### config.mk
export PLATFORM = sky130hd
export DESIGN_NAME = sprite_row_rle_decoder_flat
export DESIGN_NICKNAME = d
export VERILOG_FILES = /design/src/hdl/srrd_pkg.sv /design/src/hdl/srrd_if.sv /design/src/hdl/srrd_regs.sv /design/src/hdl/srrd_core.sv /design/src/hdl/srrd_outq.sv /design/src/hdl/sprite_row_rle_decoder.sv /design/src/flat_wrapper.sv
export SDC_FILE = /design/constraint.sdc
export NUM_CORES = 1
export LEC_CHECK = 0
export ABC_AREA = 1
export BUFFER_PORTS_ARGS = -buffer_cell sky130_fd_sc_hd__buf_2
export CORE_ASPECT_RATIO = 1.5
export CORE_MARGIN = 3
export CORE_UTILIZATION = 54
export DETAILED_ROUTE_END_ITERATION = 10
export HOLD_SLACK_MARGIN = 0.1
export PLACE_DENSITY_LB_ADDON = 0.1
export SLEW_MARGIN = 20
export SYNTH_ARGS = -nofsm -noshare
export SYNTH_HDL_FRONTEND = slang
export SYNTH_SLANG_ARGS = --single-unit
### constraint.sdc
create_clock -name clk -period 5.5 [get_ports clk]
set_input_delay 0.55 -clock clk [delete_from_list [all_inputs] [get_ports clk]]
set_output_delay 0.55 -clock clk [all_outputs]
set_load 0.01 [all_outputs]
### src/hdl/srrd_pkg.sv
// ---------------------------------------------------------------------------
// srrd_pkg
// Shared types, widths and codes for the sprite row decoder.
// ---------------------------------------------------------------------------
`default_nettype none

package srrd_pkg;

  localparam int unsigned DATA_W      = 8;
  localparam int unsigned POS_W       = 16;
  localparam int unsigned ROW_W       = 12;
  localparam int unsigned CNT_W       = 16;
  localparam int unsigned PIX_W       = 16;
  localparam int unsigned LIT_W       = 15;
  localparam int unsigned DIM_W       = 13;
  localparam int unsigned ADDR_W      = 4;
  localparam int unsigned APB_DW      = 32;
  localparam int unsigned MAX_DIM_DEF = 4096;
  localparam int unsigned ROW_CAP     = 4096;

  localparam logic [PIX_W-1:0] TRANSPARENT  = 16'h00FF;
  localparam logic [DIM_W-1:0] WIDTH_RESET  = 13'd64;
  localparam logic [DIM_W-1:0] HEIGHT_RESET = 13'd64;

  localparam logic KIND_SPAN  = 1'b0;
  localparam logic KIND_PIXEL = 1'b1;

  typedef enum logic [1:0] {
    REG_IMAGE_WIDTH  = 2'd0,
    REG_IMAGE_HEIGHT = 2'd1,
    REG_WIDE_PIXELS  = 2'd2,
    REG_UNUSED       = 2'd3
  } srrd_reg_t;

  typedef enum logic [2:0] {
    PH_END_LO = 3'd0,
    PH_END_HI = 3'd1,
    PH_CNT_LO = 3'd2,
    PH_CNT_HI = 3'd3,
    PH_LIT    = 3'd4,
    PH_LIT_HI = 3'd5
  } srrd_phase_t;

  typedef struct packed {
    logic [DIM_W-1:0] image_width;
    logic [DIM_W-1:0] image_height;
    logic             wide_pixels;
  } srrd_cfg_t;

  typedef struct packed {
    logic             kind;
    logic [POS_W-1:0] pos_x;
    logic [ROW_W-1:0] pos_y;
    logic [CNT_W-1:0] span_count;
    logic [PIX_W-1:0] pixel_value;
    logic             row_end;
    logic             last_result;
  } srrd_result_t;

  typedef struct packed {
    logic [1:0]   count;
    srrd_result_t res_a;
    srrd_result_t res_b;
  } srrd_batch_t;

endpackage

`default_nettype wire

### src/hdl/srrd_if.sv
// ---------------------------------------------------------------------------
// srrd_if
// Valid/ready channels: the coded byte stream and the decoded results.
// ---------------------------------------------------------------------------
`default_nettype none

interface srrd_byte_if;
  import srrd_pkg::*;

  logic              valid;
  logic              ready;
  logic [DATA_W-1:0] data_byte;

  modport source (output valid, output data_byte, input ready);
  modport sink (input valid, input data_byte, output ready);
endinterface

interface srrd_res_if;
  import srrd_pkg::*;

  logic             valid;
  logic             ready;
  logic             kind;
  logic [POS_W-1:0] pos_x;
  logic [ROW_W-1:0] pos_y;
  logic [CNT_W-1:0] span_count;
  logic [PIX_W-1:0] pixel_value;
  logic             row_end;
  logic             last_result;

  modport source (output valid, output kind, output pos_x, output pos_y, output span_count,
                  output pixel_value, output row_end, output last_result, input ready);
  modport sink (input valid, input kind, input pos_x, input pos_y, input span_count,
                input pixel_value, input row_end, input last_result, output ready);
endinterface

`default_nettype wire

### src/hdl/srrd_regs.sv
// ---------------------------------------------------------------------------
// srrd_regs
// APB register bank: image width, image height and pixel mode.
// ---------------------------------------------------------------------------
`default_nettype none

module srrd_regs (
  input  wire logic                       clk,
  input  wire logic                       rst,
  input  wire logic                       psel,
  input  wire logic                       penable,
  input  wire logic                       pwrite,
  input  wire logic [srrd_pkg::ADDR_W-1:0] paddr,
  input  wire logic [srrd_pkg::APB_DW-1:0] pwdata,
  output logic      [srrd_pkg::APB_DW-1:0] prdata,
  output logic                            pready,
  output srrd_pkg::srrd_cfg_t             cfg
);
  import srrd_pkg::*;

  srrd_reg_t reg_sel;
  logic      wr_en;

  assign reg_sel = srrd_reg_t'(paddr[3:2]);
  assign wr_en   = psel && penable && pwrite;
  assign pready  = 1'b1;

  always_ff @(posedge clk) begin
    if (rst) begin
      cfg.image_width  <= WIDTH_RESET;
      cfg.image_height <= HEIGHT_RESET;
      cfg.wide_pixels  <= 1'b0;
    end else if (wr_en) begin
      unique case (reg_sel)
        REG_IMAGE_WIDTH:  cfg.image_width  <= pwdata[DIM_W-1:0];
        REG_IMAGE_HEIGHT: cfg.image_height <= pwdata[DIM_W-1:0];
        REG_WIDE_PIXELS:  cfg.wide_pixels  <= pwdata[0];
        default: ;
      endcase
    end
  end

  always_comb begin
    unique case (reg_sel)
      REG_IMAGE_WIDTH:  prdata = {{(APB_DW-DIM_W){1'b0}}, cfg.image_width};
      REG_IMAGE_HEIGHT: prdata = {{(APB_DW-DIM_W){1'b0}}, cfg.image_height};
      REG_WIDE_PIXELS:  prdata = {{(APB_DW-1){1'b0}}, cfg.wide_pixels};
      default:          prdata = '0;
    endcase
  end

endmodule

`default_nettype wire

### src/hdl/srrd_core.sv
// ---------------------------------------------------------------------------
// srrd_core
// Segment parser: header phases, span and pixel results, row bookkeeping.
// ---------------------------------------------------------------------------
`default_nettype none

module srrd_core #(
  parameter int unsigned MAX_DIM = srrd_pkg::MAX_DIM_DEF
) (
  input  wire logic                       clk,
  input  wire logic                       rst,
  input  wire srrd_pkg::srrd_cfg_t        cfg,
  input  wire logic                       take,
  input  wire logic [srrd_pkg::DATA_W-1:0] data_byte,
  output srrd_pkg::srrd_batch_t           batch
);
  import srrd_pkg::*;

  localparam int unsigned ROW_LIM = (MAX_DIM < ROW_CAP) ? MAX_DIM : ROW_CAP;
  localparam logic [DIM_W-1:0] H_LIM = DIM_W'(ROW_LIM);
  localparam logic [POS_W:0]   W_LIM = (POS_W+1)'(MAX_DIM);

  srrd_phase_t       phase, phase_next;
  logic [DATA_W-1:0] low_byte_latch, latch_next;
  logic [POS_W-1:0]  segment_end, end_next;
  logic [POS_W-1:0]  column, column_next;
  logic [ROW_W-1:0]  row, row_next;
  logic [LIT_W-1:0]  literals_left, lit_next;
  logic              last_segment, last_next;

  logic              narrow;
  logic [POS_W-1:0]  w_eff;
  logic [DIM_W-1:0]  h_nz, h_eff, row_inc;
  logic [ROW_W-1:0]  row_wrap;
  logic [LIT_W-1:0]  lit_new, lit_dec;
  logic [POS_W:0]    need_sum;
  logic              gap_pos;
  logic [POS_W-1:0]  gap, end_minus_lit, column_inc;

  logic              a_valid, a_kind, b_valid;
  logic [CNT_W-1:0]  a_count;
  logic [PIX_W-1:0]  a_value;
  logic [POS_W-1:0]  col_a;
  logic              seg_done, seg_last, fill_en, finish, both;
  srrd_result_t      ra, rb;

  // clamped dimensions
  assign narrow = !cfg.wide_pixels;
  assign w_eff  = ({{(POS_W+1-DIM_W){1'b0}}, cfg.image_width} > W_LIM) ?
                  W_LIM[POS_W-1:0] : {{(POS_W-DIM_W){1'b0}}, cfg.image_width};
  assign h_nz     = (cfg.image_height == '0) ? DIM_W'(1) : cfg.image_height;
  assign h_eff    = (h_nz > H_LIM) ? H_LIM : h_nz;
  assign row_inc  = {1'b0, row} + DIM_W'(1);
  assign row_wrap = (row_inc >= h_eff) ? '0 : row_inc[ROW_W-1:0];

  // segment header arithmetic
  assign lit_new       = {data_byte[6:0], low_byte_latch};
  assign lit_dec       = literals_left - LIT_W'(1);
  assign need_sum      = {1'b0, column} + {{(POS_W+1-LIT_W){1'b0}}, lit_new};
  assign gap_pos       = {1'b0, segment_end} > need_sum;
  assign gap           = segment_end - need_sum[POS_W-1:0];
  assign end_minus_lit = segment_end - {{(POS_W-LIT_W){1'b0}}, lit_new};
  assign column_inc    = column + POS_W'(1);

  always_ff @(posedge clk) begin
    if (rst) begin
      phase          <= PH_END_LO;
      low_byte_latch <= '0;
      segment_end    <= '0;
      column         <= '0;
      row            <= '0;
      literals_left  <= '0;
      last_segment   <= 1'b0;
    end else begin
      phase          <= phase_next;
      low_byte_latch <= latch_next;
      segment_end    <= end_next;
      column         <= column_next;
      row            <= row_next;
      literals_left  <= lit_next;
      last_segment   <= last_next;
    end
  end

  always_comb begin
    phase_next = phase;
    latch_next = low_byte_latch;
    end_next   = segment_end;
    lit_next   = literals_left;
    last_next  = last_segment;
    col_a      = column;
    a_valid    = 1'b0;
    a_kind     = KIND_SPAN;
    a_count    = CNT_W'(1);
    a_value    = TRANSPARENT;
    seg_done   = 1'b0;
    seg_last   = last_segment;
    fill_en    = 1'b0;

    if (take) begin
      unique case (phase)
        PH_END_LO: begin
          latch_next = data_byte;
          phase_next = PH_END_HI;
        end
        PH_END_HI: begin
          end_next   = {data_byte, low_byte_latch};
          phase_next = PH_CNT_LO;
        end
        PH_CNT_LO: begin
          latch_next = data_byte;
          phase_next = PH_CNT_HI;
        end
        PH_CNT_HI: begin
          lit_next  = lit_new;
          last_next = data_byte[7];
          seg_last  = data_byte[7];
          fill_en   = narrow;
          if (narrow) begin
            // transparent gap ahead of the literals, none if it is not positive
            if (gap_pos) begin
              a_valid = 1'b1;
              a_count = gap;
              col_a   = end_minus_lit;
            end
          end else begin
            col_a = end_minus_lit;
          end
          if (lit_new == '0) begin
            seg_done = 1'b1;
          end else begin
            phase_next = PH_LIT;
          end
        end
        PH_LIT: begin
          if (narrow) begin
            a_valid  = 1'b1;
            a_kind   = KIND_PIXEL;
            a_value  = {{(PIX_W-DATA_W){1'b0}}, data_byte};
            col_a    = column_inc;
            lit_next = lit_dec;
            fill_en  = 1'b1;
            seg_done = (lit_dec == '0);
          end else begin
            latch_next = data_byte;
            phase_next = PH_LIT_HI;
          end
        end
        PH_LIT_HI: begin
          a_valid  = 1'b1;
          a_kind   = KIND_PIXEL;
          a_value  = {data_byte, low_byte_latch};
          col_a    = column_inc;
          lit_next = lit_dec;
          if (lit_dec == '0) begin
            seg_done = 1'b1;
          end else begin
            phase_next = PH_LIT;
          end
        end
        default: phase_next = PH_END_LO;
      endcase
    end

    if (seg_done) begin
      phase_next = PH_END_LO;
    end
    finish      = seg_done && seg_last;
    column_next = finish ? '0 : col_a;
    row_next    = finish ? row_wrap : row;
    b_valid     = finish && fill_en && (col_a < w_eff);
    both        = a_valid && b_valid;

    // result a is the gap span or the pixel, result b the trailing row fill
    ra.kind        = a_kind;
    ra.pos_x       = column;
    ra.pos_y       = row;
    ra.span_count  = a_count;
    ra.pixel_value = a_value;
    ra.row_end     = finish;
    ra.last_result = 1'b1;

    rb.kind        = KIND_SPAN;
    rb.pos_x       = col_a;
    rb.pos_y       = row;
    rb.span_count  = w_eff - col_a;
    rb.pixel_value = TRANSPARENT;
    rb.row_end     = 1'b1;
    rb.last_result = 1'b1;

    batch.count = {both, a_valid ^ b_valid};
    batch.res_a = a_valid ? ra : rb;
    batch.res_b = rb;
    if (both) begin
      batch.res_a.row_end     = 1'b0;
      batch.res_a.last_result = 1'b0;
    end
  end

endmodule

`default_nettype wire

### src/hdl/srrd_outq.sv
// ---------------------------------------------------------------------------
// srrd_outq
// Two-entry result register between the parser and the result channel.
// ---------------------------------------------------------------------------
`default_nettype none

module srrd_outq (
  input  wire logic                   clk,
  input  wire logic                   rst,
  input  wire logic                   take,
  input  wire srrd_pkg::srrd_batch_t  batch,
  output logic                        load_ok,
  output logic                        out_valid,
  input  wire logic                   out_ready,
  output srrd_pkg::srrd_result_t      head
);
  import srrd_pkg::*;

  logic [1:0]   cnt;
  srrd_result_t tail;
  logic         fire;

  assign out_valid = (cnt != 2'd0);
  assign fire      = out_valid && out_ready;
  // a new batch may land only once whatever is held leaves this cycle
  assign load_ok   = (cnt == 2'd0) || ((cnt == 2'd1) && out_ready);

  always_ff @(posedge clk) begin
    if (rst) begin
      cnt <= 2'd0;
    end else if (take) begin
      cnt <= batch.count;
    end else if (fire) begin
      cnt <= cnt - 2'd1;
    end
  end

  always_ff @(posedge clk) begin
    if (take) begin
      head <= batch.res_a;
      tail <= batch.res_b;
    end else if (fire) begin
      head <= tail;
    end
  end

endmodule

`default_nettype wire

### src/hdl/sprite_row_rle_decoder.sv
// ---------------------------------------------------------------------------
// sprite_row_rle_decoder
// Row-coded sprite decoder: bytes in, transparent spans and pixels out.
// ---------------------------------------------------------------------------
// usage
//   stream  : one coded byte per request; each segment is a 16-bit end
//             position and a 16-bit literal count (bit 15 = last segment),
//             both little endian, then the literal bytes or 16-bit words
//   result  : one span or pixel per request, with row and column, a row_end
//             flag and a last_result flag on the final result of a byte
//   apb     : image_width at 0x0, image_height at 0x4, wide_pixels at 0x8;
//             write only while the block is idle
// latency and throughput
//   a result is presented the cycle after its byte is taken; one byte a
//   cycle while results drain; a byte that makes two results (gap span plus
//   row fill, or pixel plus row fill) holds the stream until the first of
//   them has left the single result channel
// reset
//   rst (synchronous) clears the parser to the start of a segment on row 0
//   and sets width 64, height 64 and 8-bit pixels
// stalls
//   up to two results are held; with two held, or one held and result.ready
//   low, the stream is held off, nothing is dropped
// ---------------------------------------------------------------------------
`default_nettype none

module sprite_row_rle_decoder #(
  parameter int unsigned MAX_DIM = srrd_pkg::MAX_DIM_DEF
) (
  input  wire logic                       clk,
  input  wire logic                       rst,
  srrd_byte_if.sink                       stream,
  srrd_res_if.source                      result,
  input  wire logic                       psel,
  input  wire logic                       penable,
  input  wire logic                       pwrite,
  input  wire logic [srrd_pkg::ADDR_W-1:0] paddr,
  input  wire logic [srrd_pkg::APB_DW-1:0] pwdata,
  output logic      [srrd_pkg::APB_DW-1:0] prdata,
  output logic                            pready
);
  import srrd_pkg::*;

  srrd_cfg_t    cfg;
  srrd_batch_t  batch;
  srrd_result_t head;
  logic         load_ok;
  logic         take;

  // register bank
  srrd_regs u_regs (
    .clk     (clk),
    .rst     (rst),
    .psel    (psel),
    .penable (penable),
    .pwrite  (pwrite),
    .paddr   (paddr),
    .pwdata  (pwdata),
    .prdata  (prdata),
    .pready  (pready),
    .cfg     (cfg)
  );

  // byte accepted when the result register can take its results
  assign stream.ready = load_ok;
  assign take         = stream.valid && load_ok;

  // parser: phase state plus up to two results for the byte taken
  srrd_core #(
    .MAX_DIM (MAX_DIM)
  ) u_core (
    .clk       (clk),
    .rst       (rst),
    .cfg       (cfg),
    .take      (take),
    .data_byte (stream.data_byte),
    .batch     (batch)
  );

  // result register, drained one result per request
  srrd_outq u_outq (
    .clk       (clk),
    .rst       (rst),
    .take      (take),
    .batch     (batch),
    .load_ok   (load_ok),
    .out_valid (result.valid),
    .out_ready (result.ready),
    .head      (head)
  );

  assign result.kind        = head.kind;
  assign result.pos_x       = head.pos_x;
  assign result.pos_y       = head.pos_y;
  assign result.span_count  = head.span_count;
  assign result.pixel_value = head.pixel_value;
  assign result.row_end     = head.row_end;
  assign result.last_result = head.last_result;

endmodule

`default_nettype wire
### src/flat_wrapper.sv
// flat-port wrapper written by rule: the top's interface ports become plain ports
module sprite_row_rle_decoder_flat import srrd_pkg::*;
#(
  parameter int unsigned MAX_DIM = srrd_pkg::MAX_DIM_DEF
)
  (clk, rst, psel, penable, pwrite, paddr, pwdata, prdata, pready, stream_valid, stream_data_byte, stream_ready, result_valid, result_kind, result_pos_x, result_pos_y, result_span_count, result_pixel_value, result_row_end, result_last_result, result_ready);
  srrd_byte_if stream_i ();
  srrd_res_if result_i ();
  input  wire logic clk;
  input  wire logic rst;
  input  wire logic psel;
  input  wire logic penable;
  input  wire logic pwrite;
  input  wire logic [srrd_pkg::ADDR_W-1:0] paddr;
  input  wire logic [srrd_pkg::APB_DW-1:0] pwdata;
  output logic      [srrd_pkg::APB_DW-1:0] prdata;
  output logic pready;
  input wire logic [$bits(stream_i.valid)-1:0] stream_valid;
  input wire logic [$bits(stream_i.data_byte)-1:0] stream_data_byte;
  output wire logic [$bits(stream_i.ready)-1:0] stream_ready;
  output wire logic [$bits(result_i.valid)-1:0] result_valid;
  output wire logic [$bits(result_i.kind)-1:0] result_kind;
  output wire logic [$bits(result_i.pos_x)-1:0] result_pos_x;
  output wire logic [$bits(result_i.pos_y)-1:0] result_pos_y;
  output wire logic [$bits(result_i.span_count)-1:0] result_span_count;
  output wire logic [$bits(result_i.pixel_value)-1:0] result_pixel_value;
  output wire logic [$bits(result_i.row_end)-1:0] result_row_end;
  output wire logic [$bits(result_i.last_result)-1:0] result_last_result;
  input wire logic [$bits(result_i.ready)-1:0] result_ready;
  assign stream_i.valid = stream_valid;
  assign stream_i.data_byte = stream_data_byte;
  assign stream_ready = stream_i.ready;
  assign result_valid = result_i.valid;
  assign result_kind = result_i.kind;
  assign result_pos_x = result_i.pos_x;
  assign result_pos_y = result_i.pos_y;
  assign result_span_count = result_i.span_count;
  assign result_pixel_value = result_i.pixel_value;
  assign result_row_end = result_i.row_end;
  assign result_last_result = result_i.last_result;
  assign result_i.ready = result_ready;
  sprite_row_rle_decoder #(.MAX_DIM(MAX_DIM)) u_core (.clk(clk), .rst(rst), .stream(stream_i), .result(result_i), .psel(psel), .penable(penable), .pwrite(pwrite), .paddr(paddr), .pwdata(pwdata), .prdata(prdata), .pready(pready));
endmodule
==> results.yml, run 1 <==
clock_network:
  cts_tree: "done"
  cts_num_sinks: 207
  clk_pin_slew_ns: 0.06
  cts-htree-levels: 1
  cts_made_buffers: 22
  cts-root-buf: "clkbuf_16"
  cts_buffer_depth: 3
  clock_latency_ns: 0.54
cells_and_area:
  antenna_cells: 0
  fin_nets: 2081
  final_cells: 2281
  drive_gt1_share_pct: 27.6
  fin_area_um2: 16600
  area_growth_pct: 27.9
  fin_util_pct: 70.1
logic_synthesis:
  ys_async_sr_fraction_pct: 0
  syn_inst: 1633
  post-synth-top-count-cell: "nand2_1"
  synth_common_cells: "nand2_1, inv_1, a21oi_1"
  synth_flop_cell: "edfxtp_1"
  synth_top_area_cell: "edfxtp_1"
  synth.cell_area_um2: 13000
  syn_avg_cell_area_um2: 7.97
  ys_seq_area_share_pct: 40.1
  yosysWarnings: 0
  synth_edf_count: 107
  ys_ff_latch: 207
  netlist.area_leader.share_pct: 24.7
  ys_types: 63
  synthTopCellsByArea: "edfxtp_1, dfxtp_1, nand2_1"
placed_design:
  portBuffers: 107
  placed_area_um2: 14900
  dp.cells: 2173
  place_congestion: 0.944
  dpl.hpwl_mm: 32.5
  pre_cts_slack_ns: -0.408
setup_path:
  crit_type: "reg2reg"
  cp_slowest_cell: "dfxtp_2"
  critPathArrivalTime_ns: 5.96
  crit_fanout: 7
  slowest_delay_ns: 0.35
  crit_top_cell: "buf_4"
  critPathLaunchType: "register"
  critPathCaptureType: "register"
  critPathRequiredTime_ns: 5.77
floorplanning:
  ios: 149
  core_area_um2: 23700
  die_area_um2: 26000
  dieHeight_um: 196
  rows: 69
  initial_utilization_pct: 54.8
  dieWidth_um: 133
pwr:
  leakage_uw: 0.00749
  power.density_nw_per_um2: 382
  ir_drop_mv: 0.261
timing:
  setup_viol: 9
  relSlewSlack_pct: 35.8
  fin_ws_ns: -0.194
  final.period_utilization_pct: 104
  layout_min_cycle_time_ns: 5.69
  finClkSkew_ns: 0.0383
  hold_viol: 0
  grt_setup_unrepaired: "true"
  tns_ns: -0.935
  timing.fmax_ghz: 0.176
  tightest_slew_ns: 0.963
  report.final.slew_viol_count: 0
route:
  vias_per_cell: 5.71
  vias: 13000
  drc_errors: 0
  ant_nets: 0
  drtIter0Drc: 1006
  first_pass_iters: 6
  finalWirelength_mm: 44.2
  wl_per_cell_um: 19.4
status:
  status: "finished with violations"
  failed_checks: "negative setup slack"
global_route:
  grt_usage_pct: 33.0
  grt.overflow.total: 0
  grt_antenna_before_repair: 0
  grt_pass1_wl_mm: 67.9
  grt_max_degree: 73
  first_global_vias: 12800
job:
  max_cap_violations: 0
worst_hold_path:
  hp-class: "in2reg"
-- critical path: cells and delay by family, from the launching register on --
| kind | cells | cell delay (ns) |
|---|---|---|
| AOI/OAI and AO/OA | 8 | 1.09 |
| xor gates and xnor gates | 1 | 0.32 |
| buffers and inverters | 17 | 2.17 |
| and+or+nand+nor | 7 | 0.69 |
| DFF | 1 | 0.35 |
| adders and majority gates | 3 | 0.79 |
-- power by group --
| group | internal (uW) | switching, uW | total, uW |
|---|---|---|---|
| clock | 803 | 637 | 1440 |
| sequential | 2120 | 141 | 2260 |
| combinational | 973 | 1680 | 2650 |
| total | 3900 | 2460 | 6350 |
-- stage by stage --
step	hold slack, ns	total power [uW]
floorplan	0.431	3760
global placement	0.438	4680
detailed placement	0.441	4700
CTS	0.248	6260
global route	0.270	6690
finish	0.246	6350
-- path summary, 6_finish.rpt --
check                           cells after the start                    start  slack [ns]                      to
worst max-delay path                               36  u_core.u_core.column[0]       -0.19  u_core.u_outq.head[53]
worst min-delay path                                3                pwdata[6]        0.25    u_core.u_regs.cfg[7]
worst max register to register                     36  u_core.u_core.column[0]       -0.19  u_core.u_outq.head[53]
worst min register to register                      0     u_core.u_core.row[4]        0.46  u_core.u_outq.tail[38]
-- placed cells by master, fill, tap and decap left out, drive strengths merged, types with 6 or more instances in the layout --
master   instances
buf            342
clkinv           6
nand4           16
nor2           120
nand2          302
a21o             6
xnor2           20
dfxtp          100
ha              80
xor2            42
o211ai          22
o22ai           12
clkbuf          34
o21ai          163
inv            209
edfxtp         107
conb            20
a31oi           16
o21bai           9
o2111ai          9
a21oi          158
nor4            13
nand3           82
nor3            33
-- registers in the layout (all words and copies together), names as in the netlist --
| name | flops |
|---|---|
| u_core.u_core.phase | 3 |
| u_core.u_outq.cnt | 2 |
| u_core.u_regs.cfg | 27 |
| u_core.u_core.column | 16 |
| u_core.u_outq.head | 63 |
| u_core.u_core.segment_end | 16 |
| u_core.u_core.literals_left | 15 |
| u_core.u_core.row | 12 |
| u_core.u_core.low_byte_latch | 8 |
| u_core.u_core.last_segment | 1 |
| u_core.u_outq.tail | 44 |
-- final cells by class --
type | instances | area (um^2)
well taps | 319 | 399
clock buffers | 34 | 636
repair buffers | 342 | 2320
clock inverters | 6 | 52.6
flip-flops and latches | 207 | 5230
inverters | 209 | 786
fillers | 1935 | 7090
multi-input cells | 1164 | 7220
-- layer usage --
| layer | wire length [um] | up-vias | GRT usage, % |
|---|---|---|---|
| li1 | - | 6180 | - |
| met1 | 15500 | 6099 | 35.5 |
| met2 | 22300 | 562 | 59.5 |
| met3 | 2580 | 190 | 3.98 |
| met4 | 3690 | 0 | 23.5 |
| met5 | 0 | - | 0 |
-- cell families (layout without fill, tap and decap cells) --
group / count (synthesis) / in the layout / share of synthesized area [%]
other cells: 2 / 20 / 0.0577
simple gates: 578 / 579 / 19.7
fa+ha+maj: 84 / 84 / 8.30
xor+xnor: 62 / 62 / 4.23
flops: 207 / 207 / 40.1
compound gates: 419 / 419 / 18.5
buf+inv: 281 / 591 / 9.17
-- repair_timing --
action / 4_1_cts / 5_1_grt
gates cloned: 1 / 0
endpoints found under the setup margin: 12 / 24
pin swaps: 48 / 48
hold buffers: 0 / 0
resized for setup: 75 / 52
hold endpoints to repair: 0 / 0
setup buffers: 58 / 15
(Power assumes the default switching activity.)
==> inputs of run 2 (changes only) <==
Settings changed: CTS_BUF_LIST set to sky130_fd_sc_hd__clkbuf_16.
==> results.yml, run 2 (synthesis results as in run 1) <==
status:
  status: "finished with violations"
  failed_checks: "negative setup slack"
cells_and_area:
  drive_gt1_share_pct: 26.7
  area_growth_pct: 26.8
  fin_nets: 2077
  reg.largest.list: "u_core.u_outq.head (63), u_core.u_outq.tail (44), u_core.u_regs.cfg (27)"
  antenna_cells: 0
  layout_common_cells: "nand2_1, buf_4, inv_1"
  fill_cells: 1969
  largest_reg_flops: 63
  final_common_cell: "nand2_1"
  regMostFlops: "u_core.u_outq.head"
  fin_area_um2: 16500
  fin_util_pct: 69.5
route:
  vias_per_cell: 5.73
  vias: 13000
  finalWirelength_mm: 44.1
  ant_nets: 0
  drtIter0Drc: 920
  drc_errors: 0
  wl_per_cell_um: 19.4
  first_pass_iters: 7
clock_network:
  cts_num_sinks: 207
  cts-htree-levels: 1
  clock_latency_ns: 0.53
  cts_buffer_depth: 3
  cts-root-buf: "clkbuf_16"
  cts_tree: "done"
  cts_made_buffers: 22
  clk_pin_slew_ns: 0.07
global_route:
  grt_usage_pct: 33.0
  grt_max_degree: 73
  grt.overflow.total: 0
  met1_usage_pct: 35.4
  grt_antenna_before_repair: 0
  gr-usage-met3_pct: 4.13
  top_usage_layer: "met2"
  grt_use_met2_pct: 59.2
  first_global_vias: 12800
  grt_pass1_wl_mm: 67.8
setup_path:
  crit_top_cell: "buf_4"
  crit_fanout: 7
  critPathLaunchType: "register"
  crit_type: "reg2reg"
  critical_path_buf_inv_count: 17
  critPathArrivalTime_ns: 5.98
  critPathRequiredTime_ns: 5.77
  cpLargestDelayFamily: "buffers and inverters"
  cp_slowest_cell: "dfxtp_2"
  critPathCaptureType: "register"
  slowest_delay_ns: 0.35
floorplanning:
  die_area_um2: 26000
  initial_utilization_pct: 54.8
  dieHeight_um: 196
  dieWidth_um: 133
  core_area_um2: 23700
  ios: 149
  rows: 69
timing:
  fin_ws_ns: -0.208
  hold_viol: 0
  final.period_utilization_pct: 104
  timing.fmax_ghz: 0.175
  tightest_slew_ns: 0.951
  finClkSkew_ns: 0.0326
  grt_setup_unrepaired: "true"
  setup_viol: 9
  relSlewSlack_pct: 36.6
  report.final.slew_viol_count: 0
  layout_min_cycle_time_ns: 5.71
pwr:
  ir_drop_mv: 0.279
  leakage_uw: 0.00747
  power.density_nw_per_um2: 379
placed_design:
  place_congestion: 0.944
  portBuffers: 107
  placed_area_um2: 14900
  dpl.hpwl_mm: 32.5
worst_hold_path:
  hp-class: "in2reg"
job:
  max_cap_violations: 0
## run 2: cell count changes in the layout (fill, tap and decap cells not counted), moves of 3 or more
| cell | previous run | this run |
|---|---|---|
| inv_1 | 185 | 197 |
| o21ai_2 | 16 | 13 |
| clkbuf_8 | 4 | 0 |
| buf_4 | 229 | 225 |
| o21ai_1 | 31 | 34 |
| clkbuf_1 | 8 | 0 |
## run 2: path summary, 6_finish.rpt
path / from / end / slack [ns] / depth (start not counted)
worst max register to register: u_core.u_core.column[0] / u_core.u_outq.head[53] / -0.21 / 36
worst max-delay path: u_core.u_core.column[0] / u_core.u_outq.head[53] / -0.21 / 36
worst min register to register: u_core.u_core.row[4] / u_core.u_outq.tail[38] / 0.46 / 0
worst min-delay path: pwdata[6] / u_core.u_regs.cfg[7] / 0.25 / 3
## run 2: final cells by class
type | instances | area (um^2) | area share (%)
Clock inverter | 18 | 97.6 | 0.591
Timing Repair Buffer | 338 | 2290 | 13.9
Clock buffer | 22 | 551 | 3.33
Sequential cell | 207 | 5230 | 31.7
Tap cell | 319 | 399 | 2.42
Multi-Input combinational cell | 1164 | 7150 | 43.3
Inverter | 209 | 786 | 4.76
## run 2: per-stage QoR
stage	std cells	TNS, ns	power, uW	hold slack, ns	worst slack [ns]
2_1_floorplan	1651	0	3760	0.431	0.0181
5_1_grt	2277	-3.66	6610	0.269	-0.434
3_5_place_dp	2173	-2.45	4700	0.441	-0.408
3_3_place_gp	2173	-1.61	4680	0.438	-0.342
4_1_cts	2271	-0.0693	6190	0.247	-0.0331
6_report	2277	-0.875	6270	0.250	-0.208
## run 2: power by group
part	leakage [uW]	switching, uW	internal [uW]
Sequential	0.00184	142	2120
Combinational	0.00528	1670	965
Clock	0.000353	638	733
Total	0.00747	2450	3820
## run 2: tightest hold or removal path, cell delays in order
cell and delay [ns]:
buf_2 0.09, nand2_1 0.05, o211ai_1 0.06
## run 2: what timing repair did
action                     in CTS  in global routing
resized for setup              75                 37
setup endpoints to repair      12                 24
gates cloned                    1                  0
setup buffers                  58                 11
hold buffers                    0                  0
pin swaps                      48                 42
## run 2: metal layers
layer	wire length (um)	part of all wire (%)
met1	15300	35
met2	22100	50
met3	2790	6.3
met4	3860	8.8
met5	0	0
